===== src/hw/rtl/mbrtu_pkg.sv =====
// Shared types, constants and helper functions for the Modbus RTU read-holding slave.
package mbrtu_pkg;

    // Register file and frame limits
    localparam int unsigned NUM_REGS    = 8;
    localparam int unsigned REG_IDX_W   = $clog2(NUM_REGS);
    localparam int unsigned REG_CNT_W   = $clog2(NUM_REGS + 1);
    localparam int unsigned FRAME_BYTES = 256;
    localparam int unsigned BYTE_CNT_W  = $clog2(FRAME_BYTES + 1);
    localparam int unsigned HEADER_LEN  = 6;
    localparam int unsigned MIN_REQUEST = 8;
    localparam int unsigned POS_W       = $clog2(2 * NUM_REGS + 5);

    // Protocol constants
    localparam logic [15:0] CRC_SEED          = 16'hFFFF;
    localparam logic [15:0] CRC_POLY          = 16'hA001;
    localparam logic [7:0]  FUNC_READ_HOLDING = 8'h03;

    // Item kinds on the input stream (tuser)
    localparam logic OP_BYTE = 1'b0;
    localparam logic OP_TICK = 1'b1;

    // Configuration register indexes
    localparam logic [1:0] CFG_SLAVE_ADDR    = 2'd0;
    localparam logic [1:0] CFG_SILENCE_TICKS = 2'd1;

    typedef enum logic [2:0] {
        S_IDLE,
        S_RX_CRC,
        S_JUDGE,
        S_EMIT,
        S_TX_CRC
    } t_state;

    // One bit step of the reflected CRC-16
    function automatic logic [15:0] f_crc_step(input logic [15:0] crc);
        logic [15:0] sh;
        sh = crc >> 1;
        return crc[0] ? (sh ^ CRC_POLY) : sh;
    endfunction

    // Fixed holding register contents: 100 * (index + 1)
    function automatic logic [15:0] f_holding(input logic [REG_IDX_W-1:0] idx);
        logic [31:0] v;
        v = (32'(idx) + 32'd1) * 32'd100;
        return v[15:0];
    endfunction

endpackage


===== src/hw/rtl/modbus_rtu_read_holding_slave_core.sv =====
// Modbus RTU slave core answering function 0x03 (read holding registers).
//
// Channel   Dir  Handshake                    Payload
// s_axis    in   s_axis_tvalid/s_axis_tready  tdata: rx_data[7:0]; tuser: op (0 byte, 1 tick)
// m_axis    out  m_axis_tvalid/m_axis_tready  tdata: tx_data[7:0]; tlast: last_byte
// cfg       in   i_cfg_we (no wait)           i_cfg_idx register index, i_cfg_data value
//
// A received byte is accepted, then folded into the CRC in 8 single-bit steps.
// A tick that ends a frame leads to the judge state; a valid request is answered
// with up to 21 reply bytes, each byte ahead of the CRC followed by 8 single-bit
// CRC steps (bitwise CRC over the shared CRC register). Input waits outside idle.
// Reply bytes wait in the output register while m_axis_tready is low; the CRC
// sequencer stalls behind it. Synchronous active-low reset, no clearing pass.
module modbus_rtu_read_holding_slave_core (
    input  logic       i_clk,
    input  logic       i_rst_n,
    // input stream
    input  logic       s_axis_tvalid,
    output logic       s_axis_tready,
    input  logic [7:0] s_axis_tdata,   // [7:0] rx_data
    input  logic       s_axis_tuser,   // [0] op
    // output stream
    output logic       m_axis_tvalid,
    input  logic       m_axis_tready,
    output logic [7:0] m_axis_tdata,   // [7:0] tx_data
    output logic       m_axis_tlast,
    // configuration
    input  logic       i_cfg_we,
    input  logic [1:0] i_cfg_idx,
    input  logic [7:0] i_cfg_data
);
    import mbrtu_pkg::*;

    t_state r_state, n_state;

    logic [7:0]            r_slave_addr;
    logic [7:0]            r_silence;
    logic [7:0]            r_hdr [HEADER_LEN];
    logic [BYTE_CNT_W-1:0] r_bytes, n_bytes;
    logic [15:0]           r_crc, n_crc;
    logic [7:0]            r_quiet, n_quiet;
    logic [2:0]            r_bit, n_bit;
    logic [REG_IDX_W-1:0]  r_start, n_start;
    logic [REG_CNT_W-1:0]  r_count, n_count;
    logic [POS_W-1:0]      r_pos, n_pos;
    logic                  r_out_valid, n_out_valid;
    logic [7:0]            r_out_data, n_out_data;
    logic                  r_out_last, n_out_last;

    logic                  w_in_acc;
    logic                  w_out_free;
    logic [7:0]            w_quiet_inc;
    logic                  w_end_frame;
    logic [15:0]           w_req_start;
    logic [15:0]           w_req_count;
    logic [16:0]           w_req_end;
    logic                  w_req_ok;
    logic [POS_W-1:0]      w_crc_lo_pos;
    logic [POS_W-1:0]      w_rel;
    logic [REG_IDX_W-1:0]  w_reg_idx;
    logic [15:0]           w_reg_val;
    logic                  w_is_lo;
    logic                  w_is_hi;
    logic [7:0]            w_tx_byte;

    assign s_axis_tready = (r_state == S_IDLE);
    assign w_in_acc      = s_axis_tvalid && s_axis_tready;
    assign w_out_free    = !r_out_valid || m_axis_tready;

    assign m_axis_tvalid = r_out_valid;
    assign m_axis_tdata  = r_out_data;
    assign m_axis_tlast  = r_out_last;

    // Silence count and end-of-frame detect
    assign w_quiet_inc = (r_quiet == 8'hFF) ? r_quiet : r_quiet + 8'd1;
    assign w_end_frame = (r_bytes != '0) && (w_quiet_inc >= r_silence);

    // Request check
    assign w_req_start = {r_hdr[2], r_hdr[3]};
    assign w_req_count = {r_hdr[4], r_hdr[5]};
    assign w_req_end   = {1'b0, w_req_start} + {1'b0, w_req_count};
    assign w_req_ok    = (r_bytes >= BYTE_CNT_W'(MIN_REQUEST)) && (r_crc == 16'h0000)
                      && (r_hdr[0] == r_slave_addr) && (r_hdr[1] == FUNC_READ_HOLDING)
                      && (w_req_count != 16'h0000) && (w_req_end <= 17'(NUM_REGS));

    // Reply byte selection
    assign w_crc_lo_pos = POS_W'(3) + POS_W'({r_count, 1'b0});
    assign w_rel        = r_pos - POS_W'(3);
    assign w_reg_idx    = r_start + w_rel[REG_IDX_W:1];
    assign w_reg_val    = f_holding(w_reg_idx);
    assign w_is_lo      = (r_pos == w_crc_lo_pos);
    assign w_is_hi      = (r_pos == w_crc_lo_pos + POS_W'(1));

    always_comb begin
        priority if (r_pos == POS_W'(0)) begin
            w_tx_byte = r_slave_addr;
        end else if (r_pos == POS_W'(1)) begin
            w_tx_byte = FUNC_READ_HOLDING;
        end else if (r_pos == POS_W'(2)) begin
            w_tx_byte = 8'({r_count, 1'b0});
        end else if (w_is_lo) begin
            w_tx_byte = r_crc[7:0];
        end else if (w_is_hi) begin
            w_tx_byte = r_crc[15:8];
        end else begin
            w_tx_byte = w_rel[0] ? w_reg_val[7:0] : w_reg_val[15:8];
        end
    end

    // Next state
    always_comb begin
        n_state = r_state;
        unique case (r_state)
            S_IDLE: begin
                if (w_in_acc) begin
                    if (s_axis_tuser == OP_BYTE) begin
                        if (r_bytes != BYTE_CNT_W'(FRAME_BYTES)) begin
                            n_state = S_RX_CRC;
                        end
                    end else if (w_end_frame) begin
                        n_state = S_JUDGE;
                    end
                end
            end
            S_RX_CRC: begin
                if (r_bit == 3'd7) begin
                    n_state = S_IDLE;
                end
            end
            S_JUDGE: begin
                n_state = w_req_ok ? S_EMIT : S_IDLE;
            end
            S_EMIT: begin
                if (w_out_free) begin
                    if (w_is_hi) begin
                        n_state = S_IDLE;
                    end else if (!w_is_lo) begin
                        n_state = S_TX_CRC;
                    end
                end
            end
            S_TX_CRC: begin
                if (r_bit == 3'd7) begin
                    n_state = S_EMIT;
                end
            end
            default: n_state = S_IDLE;
        endcase
    end

    // Datapath next values
    always_comb begin
        n_bytes     = r_bytes;
        n_crc       = r_crc;
        n_quiet     = r_quiet;
        n_bit       = r_bit;
        n_start     = r_start;
        n_count     = r_count;
        n_pos       = r_pos;
        n_out_valid = r_out_valid && !m_axis_tready;
        n_out_data  = r_out_data;
        n_out_last  = r_out_last;
        unique case (r_state)
            S_IDLE: begin
                if (w_in_acc) begin
                    if (s_axis_tuser == OP_BYTE) begin
                        n_quiet = 8'h00;
                        if (r_bytes != BYTE_CNT_W'(FRAME_BYTES)) begin
                            n_bytes = r_bytes + BYTE_CNT_W'(1);
                            n_crc   = r_crc ^ {8'h00, s_axis_tdata};
                            n_bit   = 3'd0;
                        end else begin
                            n_bytes = '0;
                            n_crc   = CRC_SEED;
                        end
                    end else begin
                        n_quiet = w_quiet_inc;
                    end
                end
            end
            S_RX_CRC, S_TX_CRC: begin
                n_crc = f_crc_step(r_crc);
                n_bit = r_bit + 3'd1;
            end
            S_JUDGE: begin
                // frame is cleared either way; the CRC register is reused for the reply
                n_bytes = '0;
                n_crc   = CRC_SEED;
                n_start = w_req_start[REG_IDX_W-1:0];
                n_count = w_req_count[REG_CNT_W-1:0];
                n_pos   = '0;
            end
            S_EMIT: begin
                if (w_out_free) begin
                    n_out_valid = 1'b1;
                    n_out_data  = w_tx_byte;
                    n_out_last  = w_is_hi;
                    n_pos       = r_pos + POS_W'(1);
                    if (w_is_hi) begin
                        n_crc = CRC_SEED;
                    end else if (!w_is_lo) begin
                        n_crc = r_crc ^ {8'h00, w_tx_byte};
                        n_bit = 3'd0;
                    end
                end
            end
            default: begin
            end
        endcase
    end

    // Control registers
    always_ff @(posedge i_clk) begin
        if (!i_rst_n) begin
            r_state      <= S_IDLE;
            r_slave_addr <= 8'd1;
            r_silence    <= 8'd2;
            r_bytes      <= '0;
            r_crc        <= CRC_SEED;
            r_quiet      <= 8'h00;
            r_bit        <= 3'd0;
            r_out_valid  <= 1'b0;
        end else begin
            r_state     <= n_state;
            r_bytes     <= n_bytes;
            r_crc       <= n_crc;
            r_quiet     <= n_quiet;
            r_bit       <= n_bit;
            r_out_valid <= n_out_valid;
            if (i_cfg_we) begin
                if (i_cfg_idx == CFG_SLAVE_ADDR) begin
                    r_slave_addr <= i_cfg_data;
                end else if (i_cfg_idx == CFG_SILENCE_TICKS) begin
                    r_silence <= i_cfg_data;
                end
            end
        end
    end

    // Payload registers
    always_ff @(posedge i_clk) begin
        r_start    <= n_start;
        r_count    <= n_count;
        r_pos      <= n_pos;
        r_out_data <= n_out_data;
        r_out_last <= n_out_last;
        if (w_in_acc && (s_axis_tuser == OP_BYTE)
                && (r_bytes < BYTE_CNT_W'(HEADER_LEN))) begin
            r_hdr[r_bytes[$clog2(HEADER_LEN)-1:0]] <= s_axis_tdata;
        end
    end

    // Checks
    a_judge_clears: assert property (@(posedge i_clk) disable iff (!i_rst_n)
        r_state == S_JUDGE |=> r_bytes == '0 && r_crc == CRC_SEED)
        else $error("frame not cleared after judge");

    a_emit_pos: assert property (@(posedge i_clk) disable iff (!i_rst_n)
        r_state == S_EMIT |-> r_pos <= w_crc_lo_pos + POS_W'(1))
        else $error("reply position past end of frame");

    a_rx_counted: assert property (@(posedge i_clk) disable iff (!i_rst_n)
        r_state == S_RX_CRC |-> r_bytes != '0)
        else $error("CRC fold without a counted byte");

    a_last_ends: assert property (@(posedge i_clk) disable iff (!i_rst_n)
        r_state == S_EMIT && w_out_free && w_is_hi |=> r_state == S_IDLE && r_out_last)
        else $error("last reply byte did not end the reply");

endmodule


===== config.mk =====
export PLATFORM = sky130hd
export DESIGN_NAME = modbus_rtu_read_holding_slave_core
export DESIGN_NICKNAME = d
export VERILOG_FILES = /design/src/hw/rtl/mbrtu_pkg.sv /design/src/hw/rtl/modbus_rtu_read_holding_slave_core.sv
export SDC_FILE = /design/constraint.sdc
export NUM_CORES = 1
export LEC_CHECK = 0
export BUFFER_PORTS_ARGS = -buffer_cell sky130_fd_sc_hd__buf_4
export CORE_MARGIN = 1
export CORE_UTILIZATION = 67
export DETAILED_ROUTE_END_ITERATION = 8
export PLACE_DENSITY_LB_ADDON = 0.1
export SKIP_LAST_GASP = 1
export SYNTH_ARGS = -nofsm -noshare
export SYNTH_HDL_FRONTEND = slang
export SYNTH_SLANG_ARGS = --single-unit

===== constraint.sdc =====
create_clock -name i_clk -period 9 [get_ports i_clk]
set_clock_uncertainty 0.1 [all_clocks]
set_input_delay 0 -clock i_clk [delete_from_list [all_inputs] [get_ports i_clk]]
set_output_delay 0 -clock i_clk [all_outputs]
set_load 0.1 [all_outputs]

==> key figures, run 1 <==
Clock network
  – CTS Buf Count: 17
  – Root buffer cell: clkbuf_8
  – CTS tree: done
  – H-tree depth: 4
  – Clock latency on the worst-skew pair: around 0.53 ns
  – Clock sinks: 125
  – Clock transition at path regs: around 0.06 ns
  – Max Root-Sink Buffers: 2
  – CTS resizes: 0

GRT
  – Total global-route track usage: 0.344
  – Initial antenna violation count: 0
  – GR Overflow Total: 0
  – Number of global-route vias before repair: approximately 5900
  – Largest net degree at the start of global routing: 54
  – First-pass GRT wire length: slightly below 30000 µm

Routing
  – DRT Wirelength: roughly 18000 µm
  – Drt first pass iters: 5
  – Routed Antenna Nets: 0
  – Vias: roughly 6000
  – Wire per inst: approximately 20 µm
  – Iter 0 DRT Violations: 473
  – Vias per std cell: about 6.5
  – DR DRC count: 0

Pwr
  – Pwr/cell area: approximately 180 nW/µm²
  – Maximum VDD drop: around 0.00014 V
  – P_leak: 3.25 nW
  – Total power: between 1.5 and 2 mW

Logic synthesis
  – Syn avg cell area: 10.1 µm²
  – YS warnings: 0
  – Post-synth top area share: 0.282
  – Post-synthesis async set-or-reset flop share: 0
  – Post-synthesis sequential element count: between 100 and 150
  – Top-count cell post-synth: edfxtp_1
  – Synth top area cells: edfxtp_1, dfxtp_1, ha_1, nor2b_1, a21oi_1
  – Synth unique cells: a little under 90
  – Syn Inst Count: between 700 and 800
  – Cell type with the largest total area after synthesis: edfxtp_1
  – Net Count, Synth: 801
  – Synth top cells by count: edfxtp_1, dfxtp_1, nor2_1
  – Post-synth top flop: edfxtp_1
  – EDFF count, synth: 69
  – Post-Syn Area: 7340 µm²
  – Seq/Total Area, Yosys: 0.435

Layout
  – Layout cells sized above 1: 0.116
  – Non-filler cells, final: approximately 940
  – Post-route cell area: around 8500 µm²
  – Ant. Diodes: 0
  – Fill count: ~640
  – Nets: 860
  – P&R area growth vs syn: 15.6%

Setup path
  – CP Cell Sequence: inv_1, ha_1, ha_1, fa_1, xnor3_4, xnor2_1, xor2_1, inv_1, ha_1, inv_1, ha_1, nor2b_1, xnor2_1, a221oi_2, or4b_4, o211ai_2, a2bb2oi_1
  – Cell at the slowest stage of the critical path: edfxtp_1
  – Crit-path most repeated cell: ha_1
  – Worst path buffer plus inverter count: 3
  – Flop2flop setup slack: roughly 4.2 ns
  – Worst Path Max Fanout: 14
  – Startpoint types: flop
  – Cell family with most CP delay: adder cells
  – CP max stage delay: roughly 0.65 ns
  – Critical path arrival: between 5 and 6 ns
  – Critical Path Sink Type: flop
  – Setup CP Type: flop to flop
  – Worst endpoint required time: between 9 and 10 ns

Min path
  – Worst hold-check path type: primary input to flop

STA
  – Post-route setup slack: approximately 4.2 ns
  – RSZ-0062 raised after global routing: no
  – Tightest Pin Transition: between 1 and 1.5 ns
  – Slew HR: 0.234
  – Max-slew violation count: 0
  – Setup TNS: 0 ns
  – Tmin final: 4.78 ns
  – Highest clock rate: 209 MHz
  – Endpoints failing setup: 0
  – Final period util: 0.531
  – Hold Fails Final Rpt: 0

Floorplanning
  – Die Footprint: approximately 11000 µm²
  – Row count: 37
  – Core area: around 10000 µm²
  – Die W: about 110 µm
  – Top Ports: 35
  – Initial Util: 0.702
  – Die H: 107 µm

Placed design
  – Routability cong.: around 0.96
  – Port bufs: 34
  – Pre-CTS setup slack: between 4 and 5 ns
  – Placed insts: between 800 and 900
  – Placed Area: about 7600 µm²
  – DPL Wire Length: around 13000 µm

Job
  – MaxCap Viol Count: 0

Outcome
  – Outcome: finished clean
==> cell type report <==
cell class / instances / area, µm² / area share
inverter: 37 / 139 / 0.0164
multi-input combinational: 541 / 3870 / 0.456
timing repair buffer: 67 / 578 / 0.0681
clock buffer: 21 / 439 / 0.0517
sequential: 125 / 3190 / 0.376
clock inverter: 10 / 98.8 / 0.0116
tap: 136 / 170 / 0.0201
==> path summary, 6_finish.rpt <==
check                         end  cells past startpoint         from
setup / recovery         r_crc[1]                     17     r_pos[0]
hold / removal    r_slave_addr[7]                      5     i_cfg_we
setup reg to reg         r_crc[1]                     17     r_pos[0]
hold reg to reg        r_start[0]                      0  r_hdr[3][0]
==> worst register-to-register path, cell delays in order, from the launching register on <==
cell and delay (ns):
edfxtp_1 0.65, inv_1 0.19, ha_1 0.36, ha_1 0.21
fa_1 0.36, xnor3_4 0.48, xnor2_1 0.25, xor2_1 0.21
inv_1 0.07, ha_1 0.27, inv_1 0.04, ha_1 0.31
nor2b_1 0.15, xnor2_1 0.18, a221oi_2 0.09, or4b_4 0.54
o211ai_2 0.09, a2bb2oi_1 0.16
==> repair_timing <==
item,CTS,global route
hold buffers,30,0
hold endpoints to repair,97,0
buffers inserted,0,0
==> state kept, by name, summed over array words and instances (netlist names) <==
name and flops:
r_pos 5, r_crc 16, r_bytes 9, r_bit 3, r_hdr 48, m_axis_tdata 8, r_count 4, r_slave_addr 8
r_start 3, m_axis_tlast 1, r_quiet 8, r_silence 8, m_axis_tvalid 1, r_state 3
==> power breakdown <==
part | internal (mW) | switching (mW)
sequential | 0.626 | 0.0303
combinational | 0.117 | 0.150
clock | 0.394 | 0.231
total | 1.14 | 0.411
==> cell usage in the layout (no fill, tap or decap), types with 4 or more instances in the layout <==
cell	count
nor3_1	18
xnor2_1	19
nand3_1	19
nand2_1	48
nor3b_1	7
a21o_1	4
nand3b_1	7
and2_1	4
dlygate4sd3_1	30
a21oi_1	42
nand4_1	12
a311o_1	4
a31oi_1	4
a2111oi_0	4
nand2b_1	4
edfxtp_1	69
o21a_1	5
or2_2	4
nor2b_1	38
o21ai_1	4
ha_1	44
or3_1	6
o21ai_0	33
nor4_1	12
inv_1	36
clkinv_2	4
clkbuf_16	16
dfxtp_1	56
xor2_1	19
o22ai_1	4
nor2_1	53
mux2i_1	21
a22oi_1	15
and3_1	7
buf_4	37
o211ai_1	11
==> layer usage <==
metal  part of all wire  up-vias  track usage
met1               0.41     2848        0.431
met5                  0        -            0
met2               0.46      298        0.541
met4              0.051        0        0.233
li1                   -     2828            -
met3              0.078       78       0.0657
==> cell families (layout without fill, tap and decap cells) <==
| group | Yosys count | after routing | synth area share |
|---|---|---|---|
| simple gates | 253 | 253 | 0.184 |
| compound gates | 174 | 174 | 0.168 |
| flops | 125 | 125 | 0.435 |
| buf+inv | 64 | 135 | 0.0382 |
| fa+ha+maj | 47 | 47 | 0.0832 |
| xor+xnor | 43 | 43 | 0.0596 |
| mux | 23 | 23 | 0.0317 |
| other cells | 1 | 1 | 0.000511 |
==> per-stage QoR <==
step / utilization / hold slack [ns]
finish: 0.811 / 0.0742
global route: 0.811 / 0.103
floorplan: - / -0.00113
CTS: 0.811 / 0.0148
detailed placement: 0.731 / 0.156
global placement: 0.731 / 0.138
No activity file was read; power rests on OpenSTA's default activity.
==> run 2, diff against run 1 <==
- CORE_UTILIZATION: 67 -> 62
- clock period: 9 -> 4.8 ns (I/O delays scaled with it)
==> key figures, run 2 (same netlist as run 1, synthesis figures left out) <==
Setup path
  – Critical Path Sink Type: flop
  – Setup CP Type: flop to flop
  – RR Startpoint: r_pos[1]
  – Critical R2R Capture: r_crc[1]
  – Reg2reg path depth: 17
  – CP Cell Sequence: inv_1, ha_1, ha_1, fa_1, xnor3_4, xnor2_1, xor2_1, inv_1, ha_1, inv_1, ha_1, nor2b_1, xnor2_1, a221oi_2, or4b_4, o211ai_2, a2bb2oi_1
  – CP max stage delay: 0.55 ns
  – Worst Setup SP: r_pos[1]
  – Startpoint types: flop
  – Flop2flop setup slack: between 0.2 and 0.3 ns
  – Worst Path Max Fanout: 8
  – Worst endpoint required time: around 5 ns
  – Critical path arrival: approximately 4.8 ns
  – Crit-path most repeated cell: ha_1
  – Cell at the slowest stage of the critical path: or4b_4
  – Setup crit end: r_crc[1]

GRT
  – Largest net degree at the start of global routing: 54
  – Total global-route track usage: 0.313
  – GR Overflow Total: 0
  – Initial antenna violation count: 0
  – Number of global-route vias before repair: roughly 5800
  – First-pass GRT wire length: 29800 µm

Layout
  – Nets: ~850
  – Layout cells sized above 1: 0.121
  – Ant. Diodes: 0
  – Non-filler cells, final: around 940
  – Most common library cell in the layout ignoring fill and taps: edfxtp_1
  – Most frequent cells in the layout: edfxtp_1, dfxtp_1, nor2_1
  – P&R area growth vs syn: 15.7%
  – Fill count: about 810
  – Number of flip-flops in the largest register: 48

Clock network
  – CTS tree: done
  – H-tree depth: 4
  – Clock latency on the worst-skew pair: roughly 0.42 ns
  – Postcts setup bufs: 0
  – Clock transition at path regs: around 0.060 ns
  – Post-CTS Hold Fix Bufs: 23
  – Clock sinks: around 130
  – Root buffer cell: clkbuf_16
  – CTS Buf Count: 17
  – Max Root-Sink Buffers: 2
  – CTS resizes: 0

Routing
  – Vias per std cell: around 6.3
  – Iter 0 DRT Violations: 540
  – Drt first pass iters: 5
  – Vias: 5941
  – DR DRC count: 0
  – Wire per inst: between 15 and 20 µm
  – DRT Wirelength: 18600 µm
  – Routed Antenna Nets: 0

Pwr
  – P_leak: between 3 and 4 nW
  – Total power: 3.05 mW
  – Pwr/cell area: ~360 nW/µm²
  – Int Power: 2.25 mW
  – Clk pwr share: 0.437
  – Sw power: around 800 µW
  – Comb pwr share: 0.161
  – Flop pwr share: 0.403
  – Switching Fraction: 0.263
  – Maximum VDD drop: between 0.0003 and 0.0004 V

Min path
  – Hold_sp: i_cfg_idx[1]
  – Worst hold-check path type: primary input to flop

Floorplanning
  – Core area: about 11000 µm²
  – Die Footprint: 12300 µm²
  – Row count: 39
  – Die H: 111 µm
  – Initial Util: 0.640
  – Die W: about 110 µm
  – Top Ports: 35

STA
  – Slew HR: 0.131
  – Tightest Pin Transition: ~1.3 ns
  – Setup TNS: 0 ns
  – Highest clock rate: ~220 MHz
  – Final period util: 0.945
  – RSZ-0062 raised after global routing: no
  – Tmin final: between 4 and 5 ns
  – Hold Fails Final Rpt: 0
  – Endpoints failing setup: 0
  – Max-slew violation count: 0

Outcome
  – Outcome: finished clean

Placed design
  – Placed insts: slightly below 900
  – Port bufs: 34
  – Routability cong.: 0.942
  – DPL Wire Length: 13100 µm

Job
  – MaxCap Viol Count: 0
[run 2: changes by cell type in the layout (fill, tap and decap cells not counted), sizes merged]
cell,delta
dlygate4sd3,-7
clkinvlp,+3
bufinv,+2
clkbuf,-2
clkinv,-2
[run 2: power groups by stage]
stage	combinational, mW	sequential (mW)	clock [mW]
floorplan	0.364	1.23	0
global placement	0.449	1.25	0
detailed placement	0.465	1.25	0
CTS	0.483	1.23	1.34
global route	0.540	1.23	1.38
finish	0.491	1.23	1.33
[run 2: how the worst min path moves through the flow]
stage                 endpoint  slack, ns  cells past startpoint
2_1_floorplan      r_hdr[0][0]     -0.001                      0
3_3_place_gp   r_slave_addr[0]       0.14                      3
3_5_place_dp      r_silence[1]       0.16                      3
4_1_cts        r_slave_addr[4]       0.02                      5
5_1_grt        r_slave_addr[5]       0.05                      5
6_report       r_slave_addr[5]       0.04                      5
[run 2: layout make-up]
class | instances | area [µm²] | area share
sequential | 125 | 3190 | 0.376
inverter | 37 | 139 | 0.0164
timing repair buffer | 60 | 508 | 0.0598
clock inverter | 13 | 173 | 0.0203
tap | 143 | 179 | 0.0211
multi-input combinational | 541 | 3870 | 0.456
clock buffer | 19 | 433 | 0.0510
[run 2: critical path: cells and delay by family (launching register included)]
family	cells	cell delay [ns]
simple gates	2	0.70
flops	1	0.48
xor+xnor	4	1.16
buf+inv	3	0.22
fa+ha+maj	5	1.47
compound gates	3	0.32
[run 2: metal layers]
metal,GRT usage,vias to the layer above,routed length (µm)
li1,-,2819,-
met1,0.397,2851,7940
met2,0.517,226,9020
met3,0.0705,45,1070
met4,0.129,0,610
met5,0,-,0
[run 2: stage by stage]
step | hold WS (ns) | utilization | worst slack [ns] | area [µm²]
finish | 0.0379 | 0.741 | 0.266 | 8490
global placement | 0.141 | 0.668 | 0.455 | 7660
CTS | 0.0151 | 0.741 | 0.284 | 8490
global route | 0.0492 | 0.741 | 0.0388 | 8490
floorplan | -0.00113 | - | 0.421 | 7340
detailed placement | 0.156 | 0.668 | 0.295 | 7660
==> run 3, diff against run 2 <==
--- a/config.mk
+++ b/config.mk
@@ -6,8 +6,8 @@
 export NUM_CORES = 1
 export LEC_CHECK = 0
-export BUFFER_PORTS_ARGS = -buffer_cell sky130_fd_sc_hd__buf_4
 export CORE_MARGIN = 1
-export CORE_UTILIZATION = 62
+export CORE_UTILIZATION = 64
 export DETAILED_ROUTE_END_ITERATION = 8
+export DONT_BUFFER_PORTS = 1
 export PLACE_DENSITY_LB_ADDON = 0.1
 export SKIP_LAST_GASP = 1
==> constraint.sdc (replaced) <==
create_clock -name i_clk -period 4.8 [get_ports i_clk]
set_clock_uncertainty 0.1 [all_clocks]
set_input_delay 0.24 -clock i_clk [delete_from_list [all_inputs] [get_ports i_clk]]
set_output_delay 0.24 -clock i_clk [all_outputs]
set_load 0.1 [all_outputs]
==> key figures, run 3 (same netlist as run 1, synthesis figures left out) <==
Outcome
  – Outcome: finished clean

Setup path
  – Startpoint types: flop
  – Worst endpoint required time: slightly above 5 ns
  – Worst Path Max Fanout: 8
  – Critical path arrival: between 4 and 5 ns
  – Setup CP Type: flop to flop
  – Critical Path Sink Type: flop

Clock network
  – Clock sinks: between 100 and 150
  – CTS tree: done
  – Root buffer cell: clkbuf_16
  – CTS Buf Count: 17
  – Max Root-Sink Buffers: 2
  – Clock latency on the worst-skew pair: roughly 0.42 ns
  – CTS resizes: 0
  – Clock transition at path regs: approximately 0.05 ns
  – H-tree depth: 4

Min path
  – Worst hold-check path type: primary input to flop

Routing
  – Drt first pass iters: 5
  – DRT Wirelength: approximately 19000 µm
  – Vias: approximately 5800
  – Routed Antenna Nets: 0
  – Vias per std cell: between 6 and 7
  – DR DRC count: 0
  – Wire per inst: roughly 21 µm
  – Iter 0 DRT Violations: between 500 and 600

GRT
  – Initial antenna violation count: 1
  – First-pass GRT wire length: between 20000 and 30000 µm
  – Largest net degree at the start of global routing: 51
  – Total global-route track usage: 0.335
  – GR Overflow Total: 0
  – Number of global-route vias before repair: approximately 5600

Floorplanning
  – Die H: 109 µm
  – Row count: 38
  – Core area: 11000 µm²
  – Die Footprint: 11900 µm²
  – Top Ports: 35
  – Initial Util: 0.666
  – Die W: 109 µm

Pwr
  – Maximum VDD drop: 0.000301 V
  – Sw power: ~750 µW
  – Pwr/cell area: about 350 nW/µm²
  – Switching Fraction: 0.268
  – Int Power: 2.06 mW
  – Clk pwr share: 0.394
  – P_leak: a little over 3 nW
  – Comb pwr share: 0.168
  – Flop pwr share: 0.438

Layout
  – Layout cells sized above 1: 0.0777
  – Nets: a little over 800
  – Final Util: 0.740
  – Most common library cell in the layout ignoring fill and taps: edfxtp_1
  – P&R area growth vs syn: 11.1%
  – Number of flip-flops in the largest register: between 40 and 50
  – Most frequent cells in the layout: edfxtp_1, dfxtp_1, nor2_1

STA
  – Final period util: 0.939
  – Hold slack final: around 0.023 ns
  – Slew HR: 0.167
  – Max-slew violation count: 0
  – Setup TNS: 0 ns
  – Tmin final: between 4 and 5 ns
  – Hold Fails Final Rpt: 0
  – Tightest Pin Transition: around 1.2 ns
  – Endpoints failing setup: 0
  – Highest clock rate: about 220 MHz
  – RSZ-0062 raised after global routing: no

Placed design
  – Routability cong.: between 0.8 and 0.9
  – Port bufs: 0
  – DPL Wire Length: roughly 13000 µm

Job
  – MaxCap Viol Count: 0
## run 3: cell count changes in the layout (fill, tap and decap cells not counted), moves of 2 or more
cell | before | now
diode_2 | 0 | 2
bufinv_16 | 4 | 0
clkbuf_8 | 0 | 2
clkinvlp_4 | 4 | 0
clkbuf_1 | 2 | 8
buf_4 | 37 | 3
dlygate4sd3_1 | 23 | 20
## run 3: power by group through the flow
stage	logic (mW)	clock network, mW	registers [mW]
final	0.474	1.11	1.23
after global routing	0.517	1.16	1.24
after CTS	0.464	1.12	1.23
after detailed placement	0.429	0	1.25
after global placement	0.414	0	1.25
after floorplan	0.364	0	1.23
## run 3: final cells by class
cell class | instances | area [µm²]
diodes | 2 | 5.00
clock buffers | 27 | 483
clock inverters | 4 | 18.8
fillers | 786 | 2870
inverters | 37 | 139
multi-input cells | 541 | 3870
flip-flops and latches | 125 | 3190
well taps | 140 | 175
repair buffers | 25 | 270
## run 3: final timing paths
check	start	slack, ns	endpoint	cells after the start
worst max-delay path	r_pos[1]	0.29	r_crc[1]	17
worst min-delay path	i_rst_n	0.02	r_crc[13]	2
worst max register to register	r_pos[1]	0.29	r_crc[1]	17
worst min register to register	r_hdr[3][2]	0.37	r_start[2]	0
## run 3: metrics by stage
stage	setup WS (ns)	area (µm²)	total power, mW	std cells
3_3_place_gp	0.480	7430	1.66	847
5_1_grt	0.0273	8160	2.92	900
6_report	0.295	8160	2.82	901
3_5_place_dp	0.311	7430	1.68	847
4_1_cts	0.295	8150	2.82	899
2_1_floorplan	0.421	7340	1.59	730
## run 3: metal layers
| metal | wire [µm] | up-vias | GRT usage | part of all wire |
|---|---|---|---|---|
| met5 | 0 | - | 0 | 0 |
| met4 | 656 | 0 | 0.171 | 0.035 |
| met3 | 1630 | 55 | 0.0915 | 0.087 |
| met2 | 8800 | 254 | 0.534 | 0.47 |
| met1 | 7570 | 2778 | 0.417 | 0.41 |
| li1 | - | 2740 | - | - |
## run 3: what timing repair did
item	in CTS	in global routing
hold endpoints to repair	101	0
buffers inserted	0	0
hold buffers	21	0
## run 3: worst max-delay path, stage by stage (launching register included)
cell and delay [ns]:
edfxtp_1 0.48, inv_1 0.10, ha_1 0.32, ha_1 0.20, fa_1 0.36, xnor3_4 0.48
xnor2_1 0.26, xor2_1 0.22, inv_1 0.06, ha_1 0.28, inv_1 0.04, ha_1 0.30
nor2b_1 0.15, xnor2_1 0.18, a221oi_2 0.08, or4b_4 0.55, o211ai_2 0.08, a2bb2oi_1 0.17
